$ cat src/design/ffs_pkg.sv
// ----------------------------------------------------------------------------
// ffs_pkg
// Shared types and constants for the framed field splitter.
// ----------------------------------------------------------------------------
package ffs_pkg;

    localparam int unsigned INPUT_LIMIT     = 99;
    localparam int unsigned MAX_TOKENS      = 10;
    localparam int unsigned MAX_TOKEN_CHARS = 49;

    localparam int unsigned CHAR_W  = 8;
    localparam int unsigned SEEN_W  = 7;
    localparam int unsigned TOKEN_W = 4;
    localparam int unsigned POS_W   = 6;

    localparam logic [CHAR_W-1:0] CH_OPEN  = 8'h3C;  // '<'
    localparam logic [CHAR_W-1:0] CH_CLOSE = 8'h3E;  // '>'
    localparam logic [CHAR_W-1:0] CH_PIPE  = 8'h7C;  // '|'
    localparam logic [CHAR_W-1:0] CH_NUL   = 8'h00;

    localparam logic KIND_CHAR  = 1'b0;
    localparam logic KIND_COUNT = 1'b1;

    typedef enum logic [3:0] {
        PH_SKIP_OPEN  = 4'b0001,
        PH_SKIP_CLOSE = 4'b0010,
        PH_BODY       = 4'b0100,
        PH_DONE       = 4'b1000
    } phase_t;

    typedef struct packed {
        logic               kind;
        logic [CHAR_W-1:0]  token_char;
        logic [TOKEN_W-1:0] token_index;
        logic [POS_W-1:0]   char_pos;
        logic               token_first;
        logic [TOKEN_W-1:0] token_count;
        logic               frame_last;
    } result_t;

endpackage

$ cat src/design/framed_field_splitter.sv
// ----------------------------------------------------------------------------
// framed_field_splitter
// Streaming frame tokenizer with valid/ready channels.
// ----------------------------------------------------------------------------
// Usage:
//   s_ch / s_end_mark carry one message character per request; a request
//   with s_end_mark high closes the message. Leading '<' then '>' are
//   skipped, the body ends at the next '<' or '>', and is split on '|'.
//   Every kept character gives one m_ request (m_kind = 0) with its token
//   index and position; the end request gives the token count (m_kind = 1,
//   m_frame_last = 1). Ignored characters give no request.
//   Results are registered in the result register, or first in the skid
//   entry when m_ready is low. Throughput: one request per cycle while
//   s_ready is high; the per-character state update is combinational logic
//   between the state registers and the result register.
//   Reset (aresetn low, synchronous) clears the framing state and empties
//   the result register and skid entry.
//   When m_ready is held low, one more result is parked in the skid entry,
//   then s_ready drops until the receiver takes results again.
// ----------------------------------------------------------------------------
module framed_field_splitter
    import ffs_pkg::*;
(
    input  logic               aclk,
    input  logic               aresetn,
    input  logic               s_valid,
    output logic               s_ready,
    input  logic [CHAR_W-1:0]  s_ch,
    input  logic               s_end_mark,
    output logic               m_valid,
    input  logic               m_ready,
    output logic               m_kind,
    output logic [CHAR_W-1:0]  m_token_char,
    output logic [TOKEN_W-1:0] m_token_index,
    output logic [POS_W-1:0]   m_char_pos,
    output logic               m_token_first,
    output logic [TOKEN_W-1:0] m_token_count,
    output logic               m_frame_last
);

    logic    in_fire;
    logic    res_valid;
    result_t res;
    result_t out_data;

    assign in_fire = s_valid && s_ready;

    ffs_core u_core (
        .aclk      (aclk),
        .aresetn   (aresetn),
        .in_fire   (in_fire),
        .ch        (s_ch),
        .end_mark  (s_end_mark),
        .res_valid (res_valid),
        .res       (res)
    );

    ffs_out_stage u_out (
        .aclk      (aclk),
        .aresetn   (aresetn),
        .in_valid  (res_valid),
        .in_data   (res),
        .in_ready  (s_ready),
        .out_valid (m_valid),
        .out_data  (out_data),
        .out_ready (m_ready)
    );

    assign m_kind        = out_data.kind;
    assign m_token_char  = out_data.token_char;
    assign m_token_index = out_data.token_index;
    assign m_char_pos    = out_data.char_pos;
    assign m_token_first = out_data.token_first;
    assign m_token_count = out_data.token_count;
    assign m_frame_last  = out_data.frame_last;

    a_skid_implies_out: assert property (@(posedge aclk) disable iff (!aresetn)
        !s_ready |-> m_valid)
        else $error("skid entry held while result register empty");

    a_count_is_last: assert property (@(posedge aclk) disable iff (!aresetn)
        m_valid |-> (m_kind == KIND_COUNT) == m_frame_last)
        else $error("frame_last does not match result kind");

    a_count_range: assert property (@(posedge aclk) disable iff (!aresetn)
        m_valid && m_kind == KIND_COUNT |-> m_token_count <= TOKEN_W'(MAX_TOKENS))
        else $error("token count exceeds limit");

    a_end_gives_result: assert property (@(posedge aclk) disable iff (!aresetn)
        in_fire && s_end_mark |=> m_valid)
        else $error("end request produced no result");

endmodule

$ cat src/design/ffs_core.sv
// ----------------------------------------------------------------------------
// ffs_core
// Per-character framing and tokenizing state; builds at most one result
// for every accepted request.
// ----------------------------------------------------------------------------
module ffs_core
    import ffs_pkg::*;
(
    input  logic              aclk,
    input  logic              aresetn,
    input  logic              in_fire,
    input  logic [CHAR_W-1:0] ch,
    input  logic              end_mark,
    output logic              res_valid,
    output result_t           res
);

    localparam logic [SEEN_W-1:0]  LIMIT_V  = SEEN_W'(INPUT_LIMIT);
    localparam logic [TOKEN_W-1:0] MAXTOK_V = TOKEN_W'(MAX_TOKENS);
    localparam logic [POS_W-1:0]   MAXCH_V  = POS_W'(MAX_TOKEN_CHARS);

    phase_t             phase_reg, phase_next;
    logic [SEEN_W-1:0]  seen_reg, seen_next;
    logic [TOKEN_W-1:0] tokens_reg, tokens_next;
    logic [POS_W-1:0]   len_reg, len_next;
    logic               inside_reg, inside_next;

    logic               to_body;
    logic [TOKEN_W-1:0] tok_new;
    logic [POS_W-1:0]   cur_len;

    always_ff @(posedge aclk) begin
        if (!aresetn) begin
            phase_reg  <= PH_SKIP_OPEN;
            seen_reg   <= '0;
            tokens_reg <= '0;
            len_reg    <= '0;
            inside_reg <= 1'b0;
        end else if (in_fire) begin
            phase_reg  <= phase_next;
            seen_reg   <= seen_next;
            tokens_reg <= tokens_next;
            len_reg    <= len_next;
            inside_reg <= inside_next;
        end
    end

    always_comb begin
        phase_next  = phase_reg;
        seen_next   = seen_reg;
        tokens_next = tokens_reg;
        len_next    = len_reg;
        inside_next = inside_reg;
        to_body     = 1'b0;
        tok_new     = tokens_reg;
        cur_len     = len_reg;
        res_valid   = 1'b0;
        res         = '0;

        if (end_mark) begin
            res_valid         = in_fire;
            res.kind          = KIND_COUNT;
            res.token_count   = tokens_reg;
            res.frame_last    = 1'b1;
            phase_next        = PH_SKIP_OPEN;
            seen_next         = '0;
            tokens_next       = '0;
            len_next          = '0;
            inside_next       = 1'b0;
        end else if (seen_reg < LIMIT_V) begin
            seen_next = seen_reg + SEEN_W'(1);
            if (ch == CH_NUL) begin
                phase_next = PH_DONE;
            end else begin
                case (phase_reg)
                    PH_SKIP_OPEN: begin
                        if (ch == CH_CLOSE) begin
                            phase_next = PH_SKIP_CLOSE;
                        end else if (ch != CH_OPEN) begin
                            phase_next = PH_BODY;
                            to_body    = 1'b1;
                        end
                    end
                    PH_SKIP_CLOSE: begin
                        if (ch == CH_OPEN) begin
                            phase_next = PH_DONE;
                        end else if (ch != CH_CLOSE) begin
                            phase_next = PH_BODY;
                            to_body    = 1'b1;
                        end
                    end
                    PH_BODY: begin
                        if (ch == CH_OPEN || ch == CH_CLOSE) begin
                            phase_next = PH_DONE;
                        end else begin
                            to_body = 1'b1;
                        end
                    end
                    default: begin
                    end
                endcase
            end
        end

        if (to_body) begin
            if (ch == CH_PIPE) begin
                inside_next = 1'b0;
            end else if (inside_reg || tokens_reg < MAXTOK_V) begin
                if (!inside_reg) begin
                    tok_new     = tokens_reg + TOKEN_W'(1);
                    tokens_next = tok_new;
                    cur_len     = '0;
                    inside_next = 1'b1;
                    len_next    = '0;
                end
                if (cur_len < MAXCH_V) begin
                    len_next        = cur_len + POS_W'(1);
                    res_valid       = in_fire;
                    res.kind        = KIND_CHAR;
                    res.token_char  = ch;
                    res.token_index = tok_new - TOKEN_W'(1);
                    res.char_pos    = cur_len;
                    res.token_first = !inside_reg;
                end
            end
        end
    end

endmodule

$ cat src/design/ffs_out_stage.sv
// ----------------------------------------------------------------------------
// ffs_out_stage
// Result register with one skid entry; input ready is a register output.
// ----------------------------------------------------------------------------
module ffs_out_stage
    import ffs_pkg::*;
(
    input  logic    aclk,
    input  logic    aresetn,
    input  logic    in_valid,
    input  result_t in_data,
    output logic    in_ready,
    output logic    out_valid,
    output result_t out_data,
    input  logic    out_ready
);

    logic    main_valid_reg, main_valid_next;
    logic    skid_valid_reg, skid_valid_next;
    result_t main_reg, main_next;
    result_t skid_reg, skid_next;

    assign in_ready  = !skid_valid_reg;
    assign out_valid = main_valid_reg;
    assign out_data  = main_reg;

    always_comb begin
        main_valid_next = main_valid_reg;
        skid_valid_next = skid_valid_reg;
        main_next       = main_reg;
        skid_next       = skid_reg;
        if (!main_valid_reg || out_ready) begin
            if (skid_valid_reg) begin
                main_valid_next = 1'b1;
                main_next       = skid_reg;
                skid_valid_next = 1'b0;
            end else begin
                main_valid_next = in_valid;
                main_next       = in_data;
            end
        end else if (in_valid) begin
            skid_valid_next = 1'b1;
            skid_next       = in_data;
        end
    end

    always_ff @(posedge aclk) begin
        if (!aresetn) begin
            main_valid_reg <= 1'b0;
            skid_valid_reg <= 1'b0;
        end else begin
            main_valid_reg <= main_valid_next;
            skid_valid_reg <= skid_valid_next;
        end
        main_reg <= main_next;
        skid_reg <= skid_next;
    end

endmodule

$ cat config.mk
export PLATFORM = sky130hd
export DESIGN_NAME = framed_field_splitter
export DESIGN_NICKNAME = d
export VERILOG_FILES = /design/src/design/ffs_pkg.sv /design/src/design/framed_field_splitter.sv /design/src/design/ffs_core.sv /design/src/design/ffs_out_stage.sv
export SDC_FILE = /design/constraint.sdc
export NUM_CORES = 1
export LEC_CHECK = 0
export BUFFER_PORTS_ARGS = -buffer_cell sky130_fd_sc_hd__buf_2
export CORE_UTILIZATION = 40
export DETAILED_ROUTE_END_ITERATION = 12
export GPL_ROUTABILITY_DRIVEN = 0
export PLACE_DENSITY = 0.63
export SLEW_MARGIN = 40
export SYNTH_ARGS = -nofsm -noshare
export SYNTH_HDL_FRONTEND = slang
export SYNTH_SLANG_ARGS = --single-unit
$ cat constraint.sdc
create_clock -name aclk -period 3.55 [get_ports aclk]
set_clock_uncertainty 0.1 [all_clocks]
set_input_delay 0.71 -clock aclk [delete_from_list [all_inputs] [get_ports aclk]]
set_output_delay 0.71 -clock aclk [all_outputs]
set_load 0.02 [all_outputs]
==> Word level (Yosys, flattened, before mapping) <==
Index checks and enable logic that the tools add are counted.
{ "totals": {"reg_bits": 74, "latchBits": 0, "ramBits": 0, "mem_bits_ro": 0, "mem_count": 0} }
{ "classes": {"addsub": 4, "mul": 0, "n_div": 0, "order_cmp": 3, "n_eq_ne": 11, "shifts": 0, "n_mux": 57, "n_bitwise": 2, "n_reduce_logical": 14} }
{ "op_table": {"columns": ["op", "count"], "rows": [
  ["$mux W20", 4],
  ["$mux W4", 17],
  ["$mux W6", 10],
  ["$mux W25", 1],
  ["$mux W1", 20],
  ["$eq A8 B6 Y1 const B", 2],
  ["$ne A8 B6 Y1 const B", 2],
  ["$mux W7", 2],
  ["$pmux W4 S3", 1],
  ["$ne A5 B2 Y1 const B", 2],
  ["$eq A8 B7 Y1 const B", 1],
  ["$logic_not A8 Y1", 1],
  ["$add A7 B1 Y7 const B", 1],
  ["$lt A7 B7 Y1 const B", 1],
  ["$add A6 B1 Y6 const B", 1],
  ["$lt A6 B6 Y1 const B", 1],
  ["$reduce_and A6 Y1", 1],
  ["$mux W5", 1],
  ["$reduce_bool A5 Y1", 1],
  ["$add A4 B1 Y4 const B", 1],
  ["$eq A4 B1 Y1 const B", 1],
  ["$eq A4 B2 Y1 const B", 1],
  ["$eq A4 B3 Y1 const B", 1],
  ["$lt A4 B4 Y1 const B", 1],
  ["other kinds (10)", 16]
]} }

==> Longest topological paths before layout <==
{ "depth": {"word_depth": 14, "mapped_depth": 10} }

==> Hierarchy <==
From an unflattened synthesis, not the netlist that was laid out.
{ "hier_totals": {"cells_unflattened": 311, "area_unflattened_um2": 3776.1} }
{ "modules_own_cells": {"columns": ["mod", "instances", "cells_per_inst", "area_per_inst_um2", "seq_area_each_um2"], "rows": [
  ["ffs_out_stage", 1, 87, 1985.7, 1541.5],
  ["ffs_core", 1, 223, 1784.2, 440.4],
  ["framed_field_splitter", 1, 1, 6.3, 0.0]
]} }

==> Least setup slack after synthesis <==
OpenSTA, ideal clock, no wires.
{ "synth_path": {"path_kind": "input to register", "start": "input port s_ch[5]", "end": "register u_out.skid_reg[0] (netlist name), enable pin", "setup_time_ns": 0.407, "arrival_time_ns": 2.864, "setup_slack_ns": 0.179, "cell_stages": 8, "path_buffers": 2, "path_cell_list": "and4_1 > o2bb2ai_2 > and4b_1 > buf_6 > and3_4 > buf_6 > o21ai_1 > nor2_1"} }
{ "synth_between": {"elab_chain_len": 9, "elab_cells_between_ends": 19, "cone_classes": "5 x eq/ne; 11 x mux; 3 x reduce/logical"} }
{ "synth_rtl": {"columns": ["element", "line_no", "source"], "rows": [
  ["start, declared", "framed_field_splitter.sv:28", "input logic [CHAR_W-1:0] s_ch,"],
  ["$ne A8 B6 Y1, or another cell as far along", "ffs_core.sv:87", "end else if (ch != CH_CLOSE) begin"],
  ["$mux W1, or another cell as far along", "ffs_core.sv:87", null],
  ["$mux W1 (on tied branches)", "ffs_core.sv:85, ffs_core.sv:77, ffs_core.sv:93", null],
  ["$pmux W1 S3", "ffs_core.sv:75", "case (phase_reg)"],
  ["$mux W1", "ffs_core.sv:72", "if (ch == CH_NUL) begin"],
  ["$mux W1", "ffs_core.sv:70", "end else if (seen_reg < LIMIT_V) begin"],
  ["$mux W1", "ffs_core.sv:60", "if (end_mark) begin"],
  ["$mux W1 *", "ffs_core.sv:105", "if (to_body) begin"],
  ["$reduce_and A2 Y1 (no line) *", null, null],
  ["end signal, assigned", "ffs_out_stage.sv:56", "skid_reg <= skid_next;"],
  ["end, declared", "ffs_out_stage.sv:21", "result_t skid_reg, skid_next;"]
]} }
Mark *: on every way between the ends. The rest lies on a longest branch, timed or not.
A chain may end at the register's enable or synchronous reset.

==> Worst setup path in the final report <==
{ "layout_path": {"start": "register u_core.seen_reg[1]", "end": "register u_out.skid_reg[11] (netlist name), enable pin"} }
{ "layout_between": {"elab_chain_len": 5} }
{ "layout_rtl": {"columns": ["element", "line_no", "source"], "rows": [
  ["start, declared", "ffs_core.sv:23", "logic [SEEN_W-1:0] seen_reg, seen_next;"],
  ["start signal, assigned", "ffs_core.sv:41", "seen_reg <= seen_next;"],
  ["$lt A7 B7 Y1", "ffs_core.sv:70", null],
  ["$mux W1", "ffs_core.sv:70", null],
  ["$mux W1", "ffs_core.sv:60", null],
  ["$mux W1", "ffs_core.sv:105", null],
  ["$reduce_and A2 Y1 (no line)", null, null]
]} }
No other way between the ends.

==> impl_metrics.env <==
export IMPL_status="finished, final reports clean"
export IMPL_antenna_cells=0
export IMPL_seq_area_um2=1980
export IMPL_fin_cells=466
export IMPL_syn_area_per_cell_um2=11.1
export IMPL_synth_seq_cells=74
export IMPL_grt_usage_pct=15.8
export IMPL_numClockSinks=74
export IMPL_power_leakage_nw=1.62
export IMPL_use_met2_pct=23.6
export IMPL_rsz0062_at_grt="false"
export IMPL_hp_start="u_core.seen_reg[6]"
export IMPL_ys_types=57
export IMPL_use_met3_pct=3.40
export IMPL_crit_type="reg2reg"
export IMPL_p_total_w=0.00198
export IMPL_core_area_um2=8380
export IMPL_critPathBufInv=1
export IMPL_h_tree_depth=3
export IMPL_clockPowerShare_pct=40.3
export IMPL_drt_pass1_iterations=4
export IMPL_numCtsBuffers=9
export IMPL_path_max_fanout=19
export IMPL_finalNetCount=374
export IMPL_combinationalPowerShare_pct=10.4
export IMPL_die_w_um=95.8
export IMPL_dieArea_um2=9170
export IMPL_drc=0
export IMPL_dp_hpwl_mm=4.76
export IMPL_syn_num_nets=334
export IMPL_cp_end_kind="register"
export IMPL_layout_min_cycle_time_ns=2.79
export IMPL_placedCellCount=450
export IMPL_path_cells="a2111o_1 > nand3_1 > and4b_1 > and3_4 > o21ai_1 > nor2_2 > buf_12"
export IMPL_max_stage_delay_ns=0.43
export IMPL_tightest_slew_ns=0.793
export IMPL_worstPathArrival_ns=2.75
export IMPL_setup_tns_ns=0
export IMPL_row_count=33
export IMPL_required_ns=3.51
export IMPL_hold_path_depth=2
export IMPL_cts_resized=0
export IMPL_drt_iter0_markers=155
export IMPL_reg2regPathDepth=7
export IMPL_fmaxAchievable_mhz=358
export IMPL_p_seq_share_pct=49.4
export IMPL_multi_input_area_um2=1440
export IMPL_cts_hold_fix_buffers=0
export IMPL_nFillCells=783
export IMPL_root_buffer="clkbuf_8"
export IMPL_io_buffers=39
export IMPL_grt_start_max_net_pins=27
export IMPL_most_common_layout_cells="edfxtp_1, nand2_1, buf_2, nor2_1, dfxtp_1"
export IMPL_grt_pass1_wl_mm=10.9
export IMPL_cts_clk_slew_worst_paths_ns=0.08
export IMPL_synth_cells=316
export IMPL_antenna_found_initial=0
export IMPL_cp_depth=7
export IMPL_finalCritPeriodShare_pct=78.6
export IMPL_final_common_cell="edfxtp_1"
export IMPL_swShare_pct=23.9
export IMPL_num_io_pins=40
export IMPL_p_sw_w=0.000473
export IMPL_max_vdd_ir_drop_v=0.000200
export IMPL_via_per_inst=5.27
export IMPL_fin_area_um2=4070
export IMPL_timing_final_setup_violations=0
export IMPL_powerDensity_nw_per_um2=487
export IMPL_synth_async_reset_ratio_pct=0
export IMPL_cpMaxStageDelayCell="a2111o_1"
export IMPL_synth_edff_count=50
export IMPL_final_layout_size_suffix_gt1_share_pct=24.9
export IMPL_yosysWarnings=0
export IMPL_overflow=0
export IMPL_initial_core_util_pct=42.0
export IMPL_report_final_slew_viol_count=0
export IMPL_busiest_layer="met2"
export IMPL_maxSlewHeadroom_pct=47.1
export IMPL_syn2layout_area_growth_pct=15.6
export IMPL_cts_tree="yes"
export IMPL_timing_rr_start="u_core.seen_reg[1]"
export IMPL_critPathLaunch="u_core.seen_reg[1]"
export IMPL_dieHeight_um=95.8
export IMPL_insertion_delay_ns=0.35
export IMPL_cap_violations=0
export IMPL_place_area_um2=3820
export IMPL_synthFlopType="edfxtp_1"
export IMPL_vias=2454
export IMPL_routed_wl_mm=6.74
export IMPL_hold_violations=0
export IMPL_wl_per_cell_um=14.5
export IMPL_cts_setup_buffers=0
export IMPL_cp_start_kind="register"
export IMPL_holdPathEnd="u_core.seen_reg[6]"
export IMPL_cp_top_family="simple AND/OR/NAND/NOR gates"
export IMPL_grt_pass1_vias=2208
export IMPL_min_path_type="reg2reg"
export IMPL_seq_area_frac_synth_pct=56.4
export IMPL_ant_nets=0
export IMPL_rr_endpoint="u_out.skid_reg[11]"
export IMPL_r2r_setup_slack_ns=0.76
export IMPL_fin_util_pct=48.5
export IMPL_syn_area_um2=3520
export IMPL_use_met1_pct=22.4
export IMPL_p_int_w=0.00151
export IMPL_cts_buffer_depth=2
-- worst register-to-register path, cell delays in order (launching register included) --
cell and delay (ns):
dfxtp_1 0.36, a2111o_1 0.43, nand3_1 0.26, and4b_1 0.37, and3_4 0.29, o21ai_1 0.10
nor2_2 0.37, buf_12 0.22
-- layout make-up --
class / count / share of cell area [%]
tap: 105 / 3.23
clock inverter: 7 / 3.05
clock buffer: 9 / 3.05
inverter: 10 / 0.923
timing repair buffer: 42 / 5.66
sequential: 74 / 48.8
multi-input combinational: 219 / 35.3
-- worst max path at each step --
stage                                    end  slack [ns]
after floorplan            u_out.skid_reg[0]        0.18
after global placement    u_out.skid_reg[13]        0.62
after detailed placement   u_out.skid_reg[5]        0.55
after CTS                  u_out.skid_reg[5]        0.76
after global routing       u_out.skid_reg[5]        0.58
final                     u_out.skid_reg[11]        0.76
-- metal layers --
layer | part of all wire, % | vias up
met4 | 1.5 | 0
li1 | - | 1235
met5 | 0 | -
met2 | 45 | 46
met3 | 4.0 | 11
met1 | 50 | 1162
-- cells by family (layout without fill, tap and decap cells) --
| kind of cell | after synthesis | count (layout) | synth area share (%) |
|---|---|---|---|
| buf+inv | 23 | 68 | 2.88 |
| compound gates | 57 | 57 | 11.2 |
| flops | 74 | 74 | 56.4 |
| mux | 19 | 19 | 5.98 |
| xor+xnor | 12 | 12 | 2.99 |
| simple gates | 126 | 126 | 18.8 |
| fa+ha+maj | 5 | 5 | 1.78 |
-- synth_stat cells, types with 3 or more instances --
| cell type | n | area [µm²] |
|---|---|---|
| o21ai_0 | 7 | 35.0 |
| inv_1 | 7 | 26.3 |
| nor3_1 | 6 | 30.0 |
| mux2_2 | 16 | 180 |
| nand2_1 | 41 | 154 |
| nand3b_1 | 3 | 22.5 |
| o31ai_1 | 9 | 67.6 |
| and2_4 | 8 | 70.1 |
| nand3_1 | 9 | 45.0 |
| a31oi_1 | 4 | 25.0 |
| edfxtp_1 | 50 | 1500 |
| a21o_1 | 3 | 22.5 |
| mux2i_1 | 3 | 30.0 |
| clkbuf_1 | 10 | 37.5 |
| nor2_1 | 26 | 97.6 |
| nor4b_1 | 3 | 26.3 |
| xnor2_1 | 6 | 52.6 |
| nand4_1 | 3 | 18.8 |
| dfxtp_1 | 24 | 480 |
| nor2b_1 | 4 | 25.0 |
| o21ai_1 | 5 | 25.0 |
| a21oi_1 | 11 | 55.1 |
| ha_1 | 5 | 62.6 |
| xor2_1 | 6 | 52.6 |
| and2_1 | 7 | 43.8 |
-- power by group through the flow --
stage               Clock, W  Combinational, W  Sequential (W)
floorplan                  0          0.000113         0.00103
global placement           0          0.000204        0.000996
detailed placement         0          0.000206        0.000997
CTS                 0.000812          0.000208        0.000977
global route        0.000845          0.000227        0.000982
finish              0.000797          0.000205        0.000977
-- metrics by stage --
stage,setup WS [ns],hold WS (ns)
5_1_grt,0.583,0.414
3_3_place_gp,0.621,0.362
2_1_floorplan,0.179,0.340
3_5_place_dp,0.547,0.364
4_1_cts,0.758,0.383
6_report,0.758,0.378
(Power assumes the default switching activity.)
